<file path="src/hw/rtl/wsd_pkg.sv">
// Shared types and constants for the weighted stock draw block.
`default_nettype none

package wsd_pkg;

  // Stream widths (fixed by the item layout)
  localparam int S_TDATA_W = 40;
  localparam int S_TUSER_W = 2;
  localparam int M_TDATA_W = 8;

  // Item kinds carried on s_tuser
  typedef enum logic [1:0] {
    KIND_ADD    = 2'd0,
    KIND_DRAW   = 2'd1,
    KIND_RETURN = 2'd2,
    KIND_CLEAR  = 2'd3
  } kind_t;

  // Result status codes
  typedef enum logic [1:0] {
    STAT_OK        = 2'd0,
    STAT_EMPTY     = 2'd1,
    STAT_FULL      = 2'd2,
    STAT_BAD_INDEX = 2'd3
  } stat_t;

  // Controller states
  typedef enum logic [3:0] {
    ST_IDLE,
    ST_ADD,
    ST_RET_RD,
    ST_RET_WR,
    ST_SUM,
    ST_MUL,
    ST_PICK,
    ST_DEC,
    ST_CLEAR,
    ST_RESP
  } state_t;

  // Commands from controller to datapath
  typedef struct packed {
    logic load;        // capture input fields
    logic do_add;      // append entry or flag full
    logic ret_chk;     // check return index, read its stock
    logic ret_wr;      // write incremented stock
    logic scan_start;  // rewind table scan and clear accumulator
    logic sum_en;      // scan pass that totals candidate weights
    logic mul_start;   // start fraction times total
    logic mul_en;      // one shift-add step
    logic pick_en;     // scan pass that builds running sum and compares
    logic dec_wr;      // take one from picked entry stock
    logic do_clear;    // empty the table
    logic set_none;    // result: nothing in stock
    logic out_load;    // move result into output register
  } cmd_t;

  // Status from datapath to controller
  typedef struct packed {
    logic ret_bad;     // return index at or beyond entry count
    logic scan_done;   // scan finished, no read in flight
    logic total_zero;  // no candidate weight
    logic mul_last;    // final multiply step this cycle
    logic hit;         // current entry satisfies the pick rule
  } sts_t;

endpackage

`default_nettype wire

</file>
<file path="src/hw/rtl/weighted_stock_draw.sv">
// A draw sums candidate weights, then, if nonzero, runs F = min(16, RAND_BITS)
// multiply steps and a pick scan; a return writes the stock unless the index is bad.
// Throughput: one item at a time; the next is taken once the controller is idle,
// set by the two table scans (one memory read per cycle) and the shift-add multiply.
// A finished result waits in the output register while the next item is accepted.
// Reset (rst, synchronous) empties the table and drops any pending result.
`default_nettype none

module weighted_stock_draw
  import wsd_pkg::*;
#(
  parameter int MAX_ENTRIES = 16,
  parameter int WEIGHT_BITS = 16,
  parameter int RAND_BITS   = 16
) (
  input  wire logic                 clk,
  input  wire logic                 rst,
  input  wire logic                 s_tvalid,
  output logic                      s_tready,
  // [15:0] weight, [31:16] rand_fraction, [35:32] entry_index, [39:36] zero
  input  wire logic [S_TDATA_W-1:0] s_tdata,
  // [1:0] kind
  input  wire logic [S_TUSER_W-1:0] s_tuser,
  output logic                      m_tvalid,
  input  wire logic                 m_tready,
  // [0] found, [4:1] picked_index, [6:5] status, [7] zero
  output logic      [M_TDATA_W-1:0] m_tdata
);

  cmd_t cmd;
  sts_t sts;

  // Sequencer
  wsd_ctrl u_ctrl (
    .clk      (clk),
    .rst      (rst),
    .s_tvalid (s_tvalid),
    .s_tready (s_tready),
    .s_tuser  (s_tuser),
    .m_tvalid (m_tvalid),
    .m_tready (m_tready),
    .cmd      (cmd),
    .sts      (sts)
  );

  // Tables and arithmetic
  wsd_dpath #(
    .MAX_ENTRIES (MAX_ENTRIES),
    .WEIGHT_BITS (WEIGHT_BITS),
    .RAND_BITS   (RAND_BITS)
  ) u_dpath (
    .clk     (clk),
    .rst     (rst),
    .s_tdata (s_tdata),
    .m_tdata (m_tdata),
    .cmd     (cmd),
    .sts     (sts)
  );

endmodule

`default_nettype wire

</file>
<file path="src/hw/rtl/wsd_ctrl.sv">
// Controller state machine for the weighted stock draw block.
`default_nettype none

module wsd_ctrl
  import wsd_pkg::*;
(
  input  wire logic                 clk,
  input  wire logic                 rst,
  input  wire logic                 s_tvalid,
  output logic                      s_tready,
  input  wire logic [S_TUSER_W-1:0] s_tuser,
  output logic                      m_tvalid,
  input  wire logic                 m_tready,
  output cmd_t                      cmd,
  input  wire sts_t                 sts
);

  state_t state;
  state_t state_next;
  logic   out_free;
  kind_t  kind_in;

  assign out_free = !m_tvalid || m_tready;
  assign kind_in  = kind_t'(s_tuser);
  assign s_tready = (state == ST_IDLE);

  // State register
  always_ff @(posedge clk) begin
    if (rst) begin
      state <= ST_IDLE;
    end else begin
      state <= state_next;
    end
  end

  // Next state and commands
  always_comb begin
    state_next = state;
    cmd        = '0;
    case (state)
      ST_IDLE: begin
        if (s_tvalid) begin
          cmd.load = 1'b1;
          case (kind_in)
            KIND_ADD:    state_next = ST_ADD;
            KIND_DRAW: begin
              cmd.scan_start = 1'b1;
              state_next     = ST_SUM;
            end
            KIND_RETURN: state_next = ST_RET_RD;
            KIND_CLEAR:  state_next = ST_CLEAR;
            default:     state_next = ST_IDLE;
          endcase
        end
      end
      ST_ADD: begin
        cmd.do_add = 1'b1;
        state_next = ST_RESP;
      end
      ST_RET_RD: begin
        cmd.ret_chk = 1'b1;
        state_next  = sts.ret_bad ? ST_RESP : ST_RET_WR;
      end
      ST_RET_WR: begin
        cmd.ret_wr = 1'b1;
        state_next = ST_RESP;
      end
      ST_SUM: begin
        cmd.sum_en = 1'b1;
        if (sts.scan_done) begin
          if (sts.total_zero) begin
            cmd.set_none = 1'b1;
            state_next   = ST_RESP;
          end else begin
            cmd.mul_start = 1'b1;
            state_next    = ST_MUL;
          end
        end
      end
      ST_MUL: begin
        cmd.mul_en = 1'b1;
        if (sts.mul_last) begin
          cmd.scan_start = 1'b1;
          state_next     = ST_PICK;
        end
      end
      ST_PICK: begin
        cmd.pick_en = 1'b1;
        if (sts.hit) begin
          state_next = ST_DEC;
        end else if (sts.scan_done) begin
          cmd.set_none = 1'b1;
          state_next   = ST_RESP;
        end
      end
      ST_DEC: begin
        cmd.dec_wr = 1'b1;
        state_next = ST_RESP;
      end
      ST_CLEAR: begin
        cmd.do_clear = 1'b1;
        state_next   = ST_RESP;
      end
      ST_RESP: begin
        if (out_free) begin
          cmd.out_load = 1'b1;
          state_next   = ST_IDLE;
        end
      end
      default: state_next = ST_IDLE;
    endcase
  end

  // Output valid: set on load, drop when the transaction completes
  always_ff @(posedge clk) begin
    if (rst) begin
      m_tvalid <= 1'b0;
    end else if (cmd.out_load) begin
      m_tvalid <= 1'b1;
    end else if (m_tready) begin
      m_tvalid <= 1'b0;
    end
  end

  // A result never overwrites one still waiting
  a_no_overwrite: assert property (@(posedge clk) disable iff (rst)
    cmd.out_load |-> (!m_tvalid || m_tready))
    else $error("result loaded over a pending one");

  // Multiply runs until its last step
  a_mul_holds: assert property (@(posedge clk) disable iff (rst)
    (state == ST_MUL && !sts.mul_last) |=> (state == ST_MUL))
    else $error("multiply left early");

endmodule

`default_nettype wire

</file>
<file path="src/hw/rtl/wsd_dpath.sv">
// Datapath for the weighted stock draw block: tables, scan, multiply, result.
`default_nettype none

module wsd_dpath
  import wsd_pkg::*;
#(
  parameter int MAX_ENTRIES = 16,
  parameter int WEIGHT_BITS = 16,
  parameter int RAND_BITS   = 16
) (
  input  wire logic                 clk,
  input  wire logic                 rst,
  input  wire logic [S_TDATA_W-1:0] s_tdata,
  output logic      [M_TDATA_W-1:0] m_tdata,
  input  wire cmd_t                 cmd,
  output sts_t                      sts
);

  localparam int AW   = $clog2(MAX_ENTRIES);
  localparam int CNTW = $clog2(MAX_ENTRIES + 1);
  localparam int TW   = WEIGHT_BITS + AW;
  localparam int FW   = (RAND_BITS < 16) ? RAND_BITS : 16;
  localparam int MCW  = $clog2(FW);
  localparam int CW   = TW + RAND_BITS;
  localparam int XW   = (CNTW > 4) ? CNTW : 4;
  localparam logic [CNTW-1:0] MAX_CNT   = CNTW'(MAX_ENTRIES);
  localparam logic [MCW-1:0]  MUL_STEPS = MCW'(FW - 1);
  localparam logic [7:0]      STOCK_MAX = 8'hFF;

  // Tables
  logic [WEIGHT_BITS-1:0] weight_mem [MAX_ENTRIES];
  logic [7:0]             stock_mem  [MAX_ENTRIES];

  // Captured item
  logic [WEIGHT_BITS-1:0] weight_q;
  logic [FW-1:0]          frac_q;
  logic [3:0]             idx_q;

  logic [CNTW-1:0]        entry_count;

  // Scan state
  logic [CNTW-1:0]        ptr;
  logic                   rd_vld;
  logic [AW-1:0]          rd_idx;
  logic [WEIGHT_BITS-1:0] w_rd;
  logic [7:0]             s_rd;
  logic [TW-1:0]          total;
  logic [TW-1:0]          cum;
  logic [CW-1:0]          prod;
  logic [MCW-1:0]         mcnt;
  logic [AW-1:0]          pick_idx;
  logic [7:0]             pick_stock;

  // Pending and output results
  logic                   res_found;
  logic [3:0]             res_pick;
  stat_t                  res_status;
  logic                   out_found;
  logic [3:0]             out_pick;
  stat_t                  out_status;

  // Combinational helpers
  logic                   issue;
  logic                   cand;
  logic [TW-1:0]          cum_new;
  logic                   hit;
  logic                   full;
  logic [AW-1:0]          ret_addr;
  logic [AW-1:0]          s_addr;
  logic                   s_we;
  logic [AW-1:0]          s_waddr;
  logic [7:0]             s_wdata;

  assign issue    = (cmd.sum_en || cmd.pick_en) && (ptr < entry_count);
  assign cand     = rd_vld && (s_rd != 8'd0) && (w_rd != '0);
  assign cum_new  = cum + TW'(w_rd);
  assign hit      = cmd.pick_en && cand && (prod <= {cum_new, {RAND_BITS{1'b0}}});
  assign full     = (entry_count == MAX_CNT);
  assign ret_addr = AW'(idx_q);
  assign s_addr   = cmd.ret_chk ? ret_addr : ptr[AW-1:0];

  assign sts.ret_bad    = (XW'(idx_q) >= XW'(entry_count));
  assign sts.scan_done  = (ptr >= entry_count) && !rd_vld;
  assign sts.total_zero = (total == '0);
  assign sts.mul_last   = (mcnt == '0);
  assign sts.hit        = hit;

  // Select the single stock write
  always_comb begin
    s_we    = 1'b0;
    s_waddr = entry_count[AW-1:0];
    s_wdata = 8'd1;
    if (cmd.do_add && !full) begin
      s_we = 1'b1;
    end else if (cmd.ret_wr) begin
      s_we    = 1'b1;
      s_waddr = ret_addr;
      s_wdata = (s_rd == STOCK_MAX) ? s_rd : s_rd + 8'd1;
    end else if (cmd.dec_wr) begin
      s_we    = 1'b1;
      s_waddr = pick_idx;
      s_wdata = pick_stock - 8'd1;
    end
  end

  // Weight table: write on add, registered read at scan pointer
  always_ff @(posedge clk) begin
    if (cmd.do_add && !full) begin
      weight_mem[entry_count[AW-1:0]] <= weight_q;
    end
    w_rd <= weight_mem[ptr[AW-1:0]];
  end

  // Stock table: one write port, registered read
  always_ff @(posedge clk) begin
    if (s_we) begin
      stock_mem[s_waddr] <= s_wdata;
    end
    s_rd <= stock_mem[s_addr];
  end

  // Capture item fields on acceptance
  always_ff @(posedge clk) begin
    if (cmd.load) begin
      weight_q <= WEIGHT_BITS'(s_tdata[15:0]);
      idx_q    <= s_tdata[35:32];
    end
  end

  // Entry count
  always_ff @(posedge clk) begin
    if (rst) begin
      entry_count <= '0;
    end else if (cmd.do_clear) begin
      entry_count <= '0;
    end else if (cmd.do_add && !full) begin
      entry_count <= entry_count + CNTW'(1);
    end
  end

  // Scan pointer and read-valid pipeline
  always_ff @(posedge clk) begin
    if (rst) begin
      rd_vld <= 1'b0;
    end else if (cmd.scan_start) begin
      rd_vld <= 1'b0;
    end else begin
      rd_vld <= issue;
    end
  end

  always_ff @(posedge clk) begin
    if (cmd.scan_start) begin
      ptr <= '0;
    end else if (issue) begin
      ptr    <= ptr + CNTW'(1);
      rd_idx <= ptr[AW-1:0];
    end
  end

  // Accumulate candidate weights: total in the first pass, running sum in the second
  always_ff @(posedge clk) begin
    if (cmd.scan_start) begin
      cum <= '0;
      if (!cmd.mul_en) begin
        total <= '0;
      end
    end else begin
      if (cmd.sum_en && cand) begin
        total <= total + TW'(w_rd);
      end
      if (cmd.pick_en && cand) begin
        cum <= cum_new;
      end
    end
  end

  // Shift-add multiply of fraction by total, fraction MSB first
  always_ff @(posedge clk) begin
    if (cmd.load) begin
      frac_q <= FW'(s_tdata[31:16]);
    end else if (cmd.mul_en) begin
      frac_q <= {frac_q[FW-2:0], 1'b0};
    end
    if (cmd.mul_start) begin
      prod <= '0;
      mcnt <= MUL_STEPS;
    end else if (cmd.mul_en) begin
      prod <= {prod[CW-2:0], 1'b0} + (frac_q[FW-1] ? CW'(total) : '0);
      mcnt <= mcnt - MCW'(1);
    end
  end

  // Record the pick
  always_ff @(posedge clk) begin
    if (hit) begin
      pick_idx   <= rd_idx;
      pick_stock <= s_rd;
    end
  end

  // Build the pending result
  always_ff @(posedge clk) begin
    if (cmd.load) begin
      res_found  <= 1'b0;
      res_pick   <= 4'd0;
      res_status <= STAT_OK;
    end else if (cmd.do_add) begin
      if (full) begin
        res_status <= STAT_FULL;
      end else begin
        res_pick <= 4'(entry_count);
      end
    end else if (cmd.ret_chk && sts.ret_bad) begin
      res_status <= STAT_BAD_INDEX;
    end else if (cmd.ret_wr) begin
      res_pick <= idx_q;
    end else if (cmd.set_none) begin
      res_status <= STAT_EMPTY;
    end else if (cmd.dec_wr) begin
      res_found <= 1'b1;
      res_pick  <= 4'(pick_idx);
    end
  end

  // Output register
  always_ff @(posedge clk) begin
    if (cmd.out_load) begin
      out_found  <= res_found;
      out_pick   <= res_pick;
      out_status <= res_status;
    end
  end

  assign m_tdata = {1'b0, out_status, out_pick, out_found};

  // Entry count stays within the table
  a_count_range: assert property (@(posedge clk) disable iff (rst)
    entry_count <= MAX_CNT)
    else $error("entry count beyond table size");

  // A pick is always followed by the stock decrement
  a_hit_dec: assert property (@(posedge clk) disable iff (rst)
    hit |=> cmd.dec_wr)
    else $error("pick without stock decrement");

endmodule

`default_nettype wire

</file>
<file path="config.mk">
export PLATFORM = sky130hd
export DESIGN_NAME = weighted_stock_draw
export DESIGN_NICKNAME = d
export VERILOG_FILES = /design/src/hw/rtl/wsd_pkg.sv /design/src/hw/rtl/weighted_stock_draw.sv /design/src/hw/rtl/wsd_ctrl.sv /design/src/hw/rtl/wsd_dpath.sv
export SDC_FILE = /design/constraint.sdc
export NUM_CORES = 1
export LEC_CHECK = 0
export BUFFER_PORTS_ARGS = -buffer_cell sky130_fd_sc_hd__buf_2
export CORE_ASPECT_RATIO = 1.1
export CORE_MARGIN = 4
export CORE_UTILIZATION = 57
export DETAILED_ROUTE_END_ITERATION = 6
export GPL_ROUTABILITY_DRIVEN = 1
export PLACE_DENSITY = 0.83
export SLEW_MARGIN = 10
export SYNTH_ARGS = -nofsm -noshare
export SYNTH_HDL_FRONTEND = slang
export SYNTH_SLANG_ARGS = --single-unit
</file>
<file path="constraint.sdc">
create_clock -name clk -period 4.07 [get_ports clk]
set_clock_uncertainty 0.1 [all_clocks]
set_input_delay 0.6105 -clock clk [delete_from_list [all_inputs] [get_ports clk]]
set_output_delay 0.6105 -clock clk [all_outputs]
set_load 0.01 [all_outputs]
</file>
==> results of run 1 <==
==> layout make-up <==
type,count,area [um^2]
diodes,1,2.50
clock buffers,66,1430
clock inverters,35,440
fillers,2901,14900
inverters,35,134
multi-input cells,1097,8970
flip-flops and latches,570,16100
well taps,574,718
repair buffers,146,996
==> cell usage after synthesis (8+ instances only) <==
cell type,instances
a211oi_1,38
a21o_1,17
a21oi_1,91
and2_1,37
and3_1,21
buf_2,13
clkbuf_1,44
dfxtp_1,107
edfxtp_1,463
ha_1,90
inv_1,34
mux2i_1,19
mux4_2,107
nand2_1,145
nand2b_1,14
nand3_1,34
nand4_1,16
nor2_1,146
nor2b_1,21
nor3_1,31
nor3b_1,8
nor4_1,18
o21a_1,16
o21ai_0,53
o21bai_1,8
or2_2,8
xnor2_1,42
xor2_1,41
==> sequential cells by signal, summed over array words and instances (netlist names), 8 cells and up <==
name / cells
u_dpath.w_rd: 16
u_dpath.pick_stock: 8
u_dpath.s_rd: 8
u_dpath.frac_q: 16
u_dpath.stock_mem: 128
u_dpath.prod: 36
u_dpath.weight_mem: 256
u_dpath.cum: 20
u_dpath.weight_q: 16
u_dpath.total: 20
==> critical path, delay by kind of cell, from the launching register on <==
kind / cells / cell delay [ps]
buffers and inverters: 2 / 200
xor gates and xnor gates: 1 / 160
muxes: 1 / 230
AOI/OAI and AO/OA: 9 / 1930
adders and majority gates: 3 / 650
DFF: 1 / 370
and+or+nand+nor: 5 / 460
==> timing repair <==
action                     CTS  global route
buffers inserted             5             3
setup endpoints to repair   18            18
pin swaps                   18            14
resized for setup           19             5
==> logic make-up (layout without fill, tap and decap cells) <==
group | Yosys count | count (layout) | share of synthesized area (%)
xor gates and xnor gates | 83 | 83 | 2.87
other | 1 | 2 | 0.0148
buffers and inverters | 102 | 282 | 1.72
and+or+nand+nor | 519 | 519 | 9.85
DFF | 570 | 570 | 63.3
AOI/OAI and AO/OA | 270 | 270 | 6.74
adders and majority gates | 93 | 93 | 4.68
muxes | 131 | 131 | 10.8
==> layer usage <==
metal  wire [um]  vias to the layer above  global-route usage (%)
li1            -                     7053                       -
met1       22600                     7789                    31.8
met2       28800                      757                    40.6
met3        4580                      152                    4.45
met4        1960                        0                    8.67
met5           0                        -                       0
==> per-stage QoR <==
stage	hold WS [ps]	setup slack, ps
floorplan	300	24.6
global placement	305	-293
detailed placement	313	-430
CTS	33.7	-105
global route	43.0	-400
finish	71.5	-148
==> where the power goes <==
group	leakage (nW)	internal (mW)	switching, mW	total [mW]
Clock	0.899	3.09	2.21	5.30
Sequential	5.05	7.30	0.719	8.02
Combinational	4.17	2.14	2.73	4.87
Total	10.1	12.5	5.66	18.2
==> path summary, 6_finish.rpt <==
check / endpoint / depth (start not counted) / start
max: u_ctrl.state[2] / 21 / u_dpath.w_rd[0]
min: u_dpath.weight_q[8] / 1 / s_tdata[8]
max reg2reg: u_ctrl.state[2] / 21 / u_dpath.w_rd[0]
min reg2reg: u_dpath.pick_idx[3] / 0 / u_dpath.rd_idx[3]
==> results.cfg, run 1 <==
[cells_and_area]
final_core_util_pct = 65.9
fin_cells = 2524
drive_gt1_share_pct = 19.6
mostFrequentLayoutCells = 463 x edfxtp_1, 145 x nand2_1, 142 x nor2_1, 107 x mux4_2, 103 x dfxtp_1
fin_area_mm2 = 0.0288
area_delta_synth_final_pct = 13.5
nNetsFinal = 2043
final_common_cell = edfxtp_1

[clock_network]
clockRootBuffer = clkbuf_16
hold_buffers = 0
cts.htree.levels = 2
clk_pin_slew_ps = 70
clock_latency_ps = 610
cts_tree = built
numCtsBuffers = 54
clkSinkCount = 570
cts_buffer_depth = 3

[setup_path]
ff2ff_setup_slack_ps = -150
cpPeakStageDelay_ps = 380
critPathMaxFanout = 5
startpoint_type = flip-flop
path_class = flip-flop to flip-flop
cp.arrival_ps = 4610
endpoint_kind = flip-flop
cp_data_required_time_ps = 4460
crit_path_top_delay_cell = a311oi_4
crit_chain = ha_4 -> inv_2 -> fa_2 -> nor2b_1 -> o21a_1 -> o21ai_2 -> a211oi_2 -> buf_4 -> nor3_2 -> nor2_2 -> nand3_1 -> xor2_1 -> ha_1 -> a21oi_1 -> o21ai_2 -> a2111oi_2 -> o211ai_1 -> a31o_4 -> a311oi_4 -> mux2i_1 -> nor2_1
worst_path_most_repeated_cell = o21ai_2

[timing]
tns_ps = -1490
grt_setup_unrepaired = true
hold_viol = 0
setup_viol = 17
maxSlewViolCount = 0
fin_crit_ps = 4220
max-slew-margin-rel_pct = 23.6
period_share_pct = 104
worst_slew_pin_slew_ps = 1140
layout_setup_ws_ps = -148
fmax_mhz = 237

[synthesis]
syn_area_mm2 = 0.0253
synthTopCellsByArea = edfxtp_1 55%, mux4_2 9.5%, dfxtp_1 8.5%, ha_1 4.4%, nor2_1 2.2%
synth_edf_count = 463
synth_top_flop_cell = edfxtp_1
yosys.area.top_type = edfxtp_1
syn_inst = 1769
synth_top_area_share_pct = 54.9
synth_seq_cells = 570
async_flop_share_pct = 0
ys_seq_area_share_pct = 63.3
postSynthAreaPerCell_um2 = 14.3
syn_nets = 1908
synth_cell_types = 74
synth_warnings = 0

[route]
first_pass_iters = 7
postRouteAntennaNets = 0
drt-total-wl_mm = 57.9
num_vias = 15751
vias_per_cell = 6.24
drtIter0Drc = 1791
drc = 0
wl_per_cell_um = 22.9

[pwr]
total_power_mw = 18.2
p_leak_nw = 10.1
power.density_mw_per_mm2 = 633
vdd_drop_max_uv = 405

[grt]
grt_remaining_overflow = 0
antenna_found_initial = 2
grt_max_degree = 70
grt_pass1_wl_mm = 90.7
grt_pass1_vias = 15980
grt_util_all_layers_pct = 24.1

[job]
cap_violations = 0

[floorplanning]
dieHeight_um = 229
die_w_um = 209
ios = 56
die_area_mm2 = 0.0479
rows = 80
initial_core_util_pct = 58.0
core-area_mm2 = 0.0436

[placement]
placed_cells = 2414
dpl-instance-area_mm2 = 0.0267
port_buffers = 50
place_congestion = 0.903
dp_hpwl_mm = 36.2

[min_path]
min_path_type = input port to flip-flop

[outcome]
violations = negative setup slack
status = finished, violations left
Power figures use the tool's default switching activity.
==> run 2: changes to the inputs <==
--- a/config.mk
+++ b/config.mk
@@ -15,4 +15,5 @@
 export SLEW_MARGIN = 10
 export SYNTH_ARGS = -nofsm -noshare
 export SYNTH_HDL_FRONTEND = slang
+export SYNTH_HIERARCHICAL = 1
 export SYNTH_SLANG_ARGS = --single-unit
==> run 2 against run 1 <==
  * The flow still finishes with violations (negative setup slack)
  * Combinational power rose by 39%
  * Hold slack got worse by 28 ps
  * Clock-buffer cell count fell by 3
  * Maximum frequency fell by 3.7%
  * Largest power group unchanged
  * Highest routed layer is now met5
==> results.cfg, run 2 <==
[setup_path]
cpPeakStageDelay_ps = 550
rr_worst_depth = 23
crit_path_top_delay_cell = or4_4
cp.arrival_ps = 4780
r2r_end = u_dpath/res_pick[2]
critPathMaxFanout = 4
critical_path.startpoint = u_dpath/cum[4]
crit_family = compound AO/OA/AOI/OAI gates
cp_data_required_time_ps = 4470
ff2ff_setup_slack_ps = -310
cp_num_buf_inv = 1
startpoint_type = flip-flop
r2r_start = u_dpath/cum[4]
endpoint_kind = flip-flop
path_class = flip-flop to flip-flop
crit_chain = ha_4 -> or4_4 -> o221a_4 -> o21a_1 -> or3_4 -> nand2_4 -> ha_4 -> a21o_1 -> a21oi_2 -> nor2b_1 -> o21ai_1 -> a21oi_1 -> a211o_1 -> a21oi_4 -> nor2b_2 -> nor2_2 -> nor3_2 -> inv_1 -> a21oi_2 -> o21ai_2 -> o41ai_4 -> mux2i_1 -> nor2_1

[pwr]
vdd_drop_max_uv = 487
power.share.clock_pct = 28.3
power.density_mw_per_mm2 = 697
total_power_mw = 20.7
p_int_mw = 13.9
seq_power_share_pct = 39.1
p_leak_nw = 10.3
p_sw_mw = 6.74
power_frac_comb_pct = 32.7
swShare_pct = 32.6

[synthesis]
synth_top_flop_cell = edfxtp_1
postSynthAreaPerCell_um2 = 14.4
async_flop_share_pct = 0
synth_cell_types = 83
synth_top_area_share_pct = 53.9
synth_edf_count = 463
synth_warnings = 6
syn_nets = 1927
synth_seq_cells = 570
synthTopCellsByArea = edfxtp_1 54%, mux4_2 9.8%, dfxtp_1 8.3%, ha_1 4.3%, nor2_1 1.9%
syn_area_mm2 = 0.0258
yosys.area.top_type = edfxtp_1
synth_common_cells = 463 x edfxtp_1, 131 x nor2_1, 112 x mux4_2
syn_inst = 1789
synth.most_common_cell = edfxtp_1
ys_seq_area_share_pct = 62.2

[route]
drt-total-wl_mm = 61.8
drtIter0Drc = 1851
drc = 0
postRouteAntennaNets = 0
wl_per_cell_um = 24.2
first_pass_iters = 6
vias_per_cell = 6.47
num_vias = 16569

[outcome]
status = finished, violations left
violations = negative setup slack

[job]
cap_violations = 0

[cells_and_area]
largest_register_ffs = 256
final_common_cell = edfxtp_1
n_antenna_cell = 0
nNetsFinal = 2069
final_core_util_pct = 66.6
mostFrequentLayoutCells = 463 x edfxtp_1, 127 x nor2_1, 112 x mux4_2, 104 x buf_4, 98 x dfxtp_1
drive_gt1_share_pct = 22.9
nFillCells = 2848
area_delta_synth_final_pct = 15.1

[clock_network]
clkSinkCount = 570
cts.htree.levels = 2
numCtsBuffers = 57
hold_buffers = 0
cts_buffer_depth = 3
clk_pin_slew_ps = 70
clockRootBuffer = clkbuf_16
cts_tree = built
clock_latency_ps = 640

[floorplanning]
dieHeight_um = 231
initial_core_util_pct = 57.8
die_area_mm2 = 0.0487
rows = 81
ios = 56
core-area_mm2 = 0.0446
die_w_um = 211

[timing]
layout_setup_ws_ps = -310
grt_setup_unrepaired = true
fmax_mhz = 228
tns_ps = -1790
setup_viol = 7
worst_slew_pin_slew_ps = 1170
fin_crit_ps = 4380
period_share_pct = 108
max-slew-margin-rel_pct = 21.9
hold_viol = 0
hold_slack_ps = 43.6
maxSlewViolCount = 0

[min_path]
min_path_type = input port to flip-flop
min-delay-start = s_tdata[33]
min_path_cells = 1
holdPathEnd = u_dpath/idx_q[1]

[placement]
dp_hpwl_mm = 37.6
place_congestion = 0.923
port_buffers = 50

[grt]
grt_pass1_wl_mm = 95.7
grt_util_all_layers_pct = 25.2
antenna_found_initial = 1
grt_remaining_overflow = 0
grt_max_degree = 70
grt_pass1_vias = 16549
## run 2: changes by cell type after synthesis, sizes merged, moves of 9 or more
cell	change
xor2	-20
a21o	+12
nand2	-63
mux2i	+10
and2	-14
mux2	+17
or3	+9
o21ai	+10
nor2	-15
nand2b	+16
## run 2: logic make-up (layout without fill, tap and decap cells)
group | count (synthesis) | in the layout | synth area share, %
AO/OA/AOI/OAI | 320 | 320 | 8.10
XOR/XNOR | 65 | 65 | 2.21
adder cells (fa/ha/maj) | 92 | 92 | 4.55
buffers and inverters | 117 | 307 | 2.03
flip-flops | 570 | 570 | 62.2
multiplexers | 158 | 158 | 11.7
other | 1 | 1 | 0.0145
AND/OR/NAND/NOR | 466 | 466 | 9.20
## run 2: power groups by stage
stage	Combinational (mW)	Sequential [mW]	Clock, mW
2_1_floorplan	4.70	7.86	0
3_3_place_gp	6.18	8.07	0
3_5_place_dp	6.45	8.14	0
4_1_cts	6.63	8.04	5.93
5_1_grt	7.33	8.15	6.21
6_report	6.76	8.08	5.84
## run 2: cell type report
cell class                 count  area [um^2]  share of cell area [%]
clock inverter                44          656                    2.21
tap                          581          727                    2.45
timing repair buffer         158         1100                    3.71
clock buffer                  63         1470                    4.95
sequential                   570        16100                    54.1
inverter                      42          158                   0.531
multi-input combinational   1102         9510                    32.0
## run 2: routing by layer
layer  vias to the layer above  part of all wire, %  GRT usage, %
li1                       7258                    -             -
met1                      8247                   37          32.5
met2                       885                   51          43.4
met3                       177                  7.5          4.33
met4                         2                  3.7          8.94
met5                         -                0.026             0
## run 2: worst max-delay path by stage
stage | cells after the start | end
2_1_floorplan | 24 | u_dpath/res_pick[0]
6_report | 23 | u_dpath/res_pick[2]
4_1_cts | 23 | u_dpath/res_pick[2]
5_1_grt | 25 | u_dpath/res_pick[2]
3_3_place_gp | 24 | u_dpath/res_pick[3]
3_5_place_dp | 25 | u_dpath/res_pick[2]
## run 2: what timing repair did
item | CTS | global route
resized for setup | 11 | 22
buffers inserted | 3 | 8
endpoints found under the setup margin | 11 | 11
pin swaps | 7 | 19
## run 2: through the flow
step	instance area (um^2)	setup slack (ps)	std cells
after floorplan	25900	-283	1789
after global placement	27300	-278	2442
after detailed placement	27300	-450	2442
after CTS	29500	-327	2552
after global routing	29700	-496	2560
final	29700	-310	2560
==> run 3: changes to the inputs <==
--- a/config.mk
+++ b/config.mk
@@ -5,6 +5,7 @@
 export SDC_FILE = /design/constraint.sdc
 export NUM_CORES = 1
 export LEC_CHECK = 0
+export ABC_AREA = 1
 export BUFFER_PORTS_ARGS = -buffer_cell sky130_fd_sc_hd__buf_2
 export CORE_ASPECT_RATIO = 1.1
 export CORE_MARGIN = 4
==> run 3 against run 2 <==
  * The flow now finishes without violations
  * Register-to-register slack better by 410 ps
  * Final area is 4.8% higher
  * Combinational power grew 13%
  * Critical path depth up 2
  * Area after synthesis up 6.1%
  * Maximum frequency rose by 10%
  * Non-clock buffer count down 10
  * Hold slack got worse by 3.9 ps
  * Via count increased by 31%
  * Final cell count up 43%
==> results.cfg, run 3 <==
[route]
drtIter0Drc = 2612
drc = 0
wl_per_cell_um = 19.7
first_pass_iters = 6
num_vias = 21683
drt-total-wl_mm = 71.8
vias_per_cell = 5.94
postRouteAntennaNets = 0

[grt]
grt_util_all_layers_pct = 26.9
grt_pass1_vias = 20768
antenna_found_initial = 1
grt_pass1_wl_mm = 110
grt_max_degree = 117
grt_remaining_overflow = 0

[floorplanning]
die_area_mm2 = 0.0516
core-area_mm2 = 0.0470
rows = 83
dieHeight_um = 238
initial_core_util_pct = 58.1
ios = 56
die_w_um = 217

[synthesis]
synth_edf_count = 463
synthTopCellsByArea = edfxtp_1 51%, dfxtp_1 7.8%, nand2_1 7.2%, nor2_1 5.4%, o21ai_0 4.8%
synth_seq_cells = 570
syn_area_mm2 = 0.0273
yosys.area.top_type = edfxtp_1
synth_cell_types = 50
synth.most_common_cell = nand2_1
synth_top_area_share_pct = 50.8
syn_nets = 3003
syn_inst = 2865
ys_seq_area_share_pct = 58.7
synth_common_cells = 523 x nand2_1, 463 x edfxtp_1, 392 x nor2_1
async_flop_share_pct = 0
synth_warnings = 6
synth_top_flop_cell = edfxtp_1
postSynthAreaPerCell_um2 = 9.55

[pwr]
p_leak_nw = 12.4
vdd_drop_max_uv = 557
power.density_mw_per_mm2 = 682

[clock_network]
numCtsBuffers = 56
clk_pin_slew_ps = 60
clock_latency_ps = 650
clkSinkCount = 570
cts_tree = built
hold_buffers = 0
clockRootBuffer = clkbuf_16
cts_buffer_depth = 3
cts.htree.levels = 2

[timing]
max-slew-margin-rel_pct = 21.2
period_share_pct = 97.6
maxSlewViolCount = 0
hold_viol = 0
worst_slew_pin_slew_ps = 1180
setup_viol = 0
fin_crit_ps = 3970
grt_setup_unrepaired = true
fmax_mhz = 252

[placement]
place_congestion = 0.920
port_buffers = 50
placed_cells = 3536
dp_hpwl_mm = 45.4

[setup_path]
endpoint_kind = flip-flop
cp.arrival_ps = 4440
cp_data_required_time_ps = 4530
path_class = flip-flop to flip-flop
critPathMaxFanout = 6
startpoint_type = flip-flop

[cells_and_area]
area_delta_synth_final_pct = 13.7
drive_gt1_share_pct = 12.3
fin_cells = 3648
n_antenna_cell = 0
largest_register_ffs = 256
nNetsFinal = 3101
final_core_util_pct = 66.1
mostFrequentLayoutCells = 515 x nand2_1, 463 x edfxtp_1, 384 x nor2_1, 296 x inv_1, 259 x o21ai_0
final_common_cell = nand2_1
nFillCells = 3393

[min_path]
min_path_type = input port to flip-flop

[job]
cap_violations = 0

[outcome]
status = completed
## run 3: metal layers
layer / routed length, um / global-route usage, %
met1: 27400 / 35.1
met3: 6890 / 4.27
met2: 35000 / 45.5
met5: 17 / 0
met4: 2590 / 10.6
## run 3: timing repair
action / in CTS / in global routing
setup buffers: 3 / 2
endpoints found under the hold margin: 0 / 0
endpoints found under the setup margin: 4 / 11
resized for setup: 9 / 83
pin swaps: 7 / 20
## run 3: cell type report
class	count	area (um^2)	share of cell area (%)
clock buffers	69	1510	4.86
clock inverters	37	498	1.60
inverters	311	1170	3.76
multi-input cells	1876	10100	32.4
flip-flops and latches	570	16100	51.6
well taps	637	797	2.56
repair buffers	148	986	3.17
## run 3: critical path, stage by stage (launching register included)
cell and delay, ps:
dfxtp_1 370, ha_4 320, nand2_2 70, inv_1 80
nand3_2 110, nor3_1 180, nor2_1 80, or2_1 240
and2_4 150, ha_4 270, nand4_1 190, nor3_2 210
nand4_1 170, a21oi_4 310, inv_2 60, nand3_1 90
nand2_1 90, nand2_2 100, nor2_4 40, inv_2 80
nor2_4 50, o21ai_4 200, nand2_4 90, nand2_1 60
nand2_1 40, nor2_1 110
## run 3: power by group
| group | internal (mW) | total, mW | switching (mW) |
|---|---|---|---|
| combinational | 2.53 | 7.63 | 5.10 |
| sequential | 7.30 | 8.07 | 0.770 |
| clock | 3.24 | 5.52 | 2.28 |
## run 3: cell families (layout without fill, tap and decap cells)
group                    Yosys count  after routing  share of synthesized area [%]
AO/OA/AOI/OAI                    593            593                           12.3
XOR/XNOR                          29             29                          0.929
adder cells (fa/ha/maj)           92             92                           4.29
buffers and inverters            419            565                           6.15
flip-flops                       570            570                           58.7
multiplexers                       2              2                         0.0732
other                              1              1                         0.0137
AND/OR/NAND/NOR                 1159           1159                           17.5
## run 3: worst paths after layout
path / startpoint / end / slack (ps) / cells after the start
max: u_dpath/w_rd[3] / u_dpath/res_pick[0] / 100 / 25
min: s_tdata[11] / u_dpath/weight_q[11] / 40 / 1
max reg2reg: u_dpath/w_rd[3] / u_dpath/res_pick[0] / 100 / 25
min reg2reg: u_dpath/rd_idx[1] / u_dpath/pick_idx[1] / 320 / 0
## run 3: stage by stage
stage / hold WS, ps / TNS (ps) / setup slack [ps] / area, um^2 / power (mW)
2_1_floorplan: 300 / 0 / 122 / 27400 / 12.9
3_3_place_gp: 303 / -274 / -92.3 / 28600 / 14.9
3_5_place_dp: 305 / -678 / -197 / 28600 / 15.2
4_1_cts: 6.45 / 0 / 0.235 / 30700 / 20.8
5_1_grt: 22.8 / -277 / -94.5 / 31100 / 22.4
6_report: 39.7 / 0 / 95.8 / 31100 / 21.2
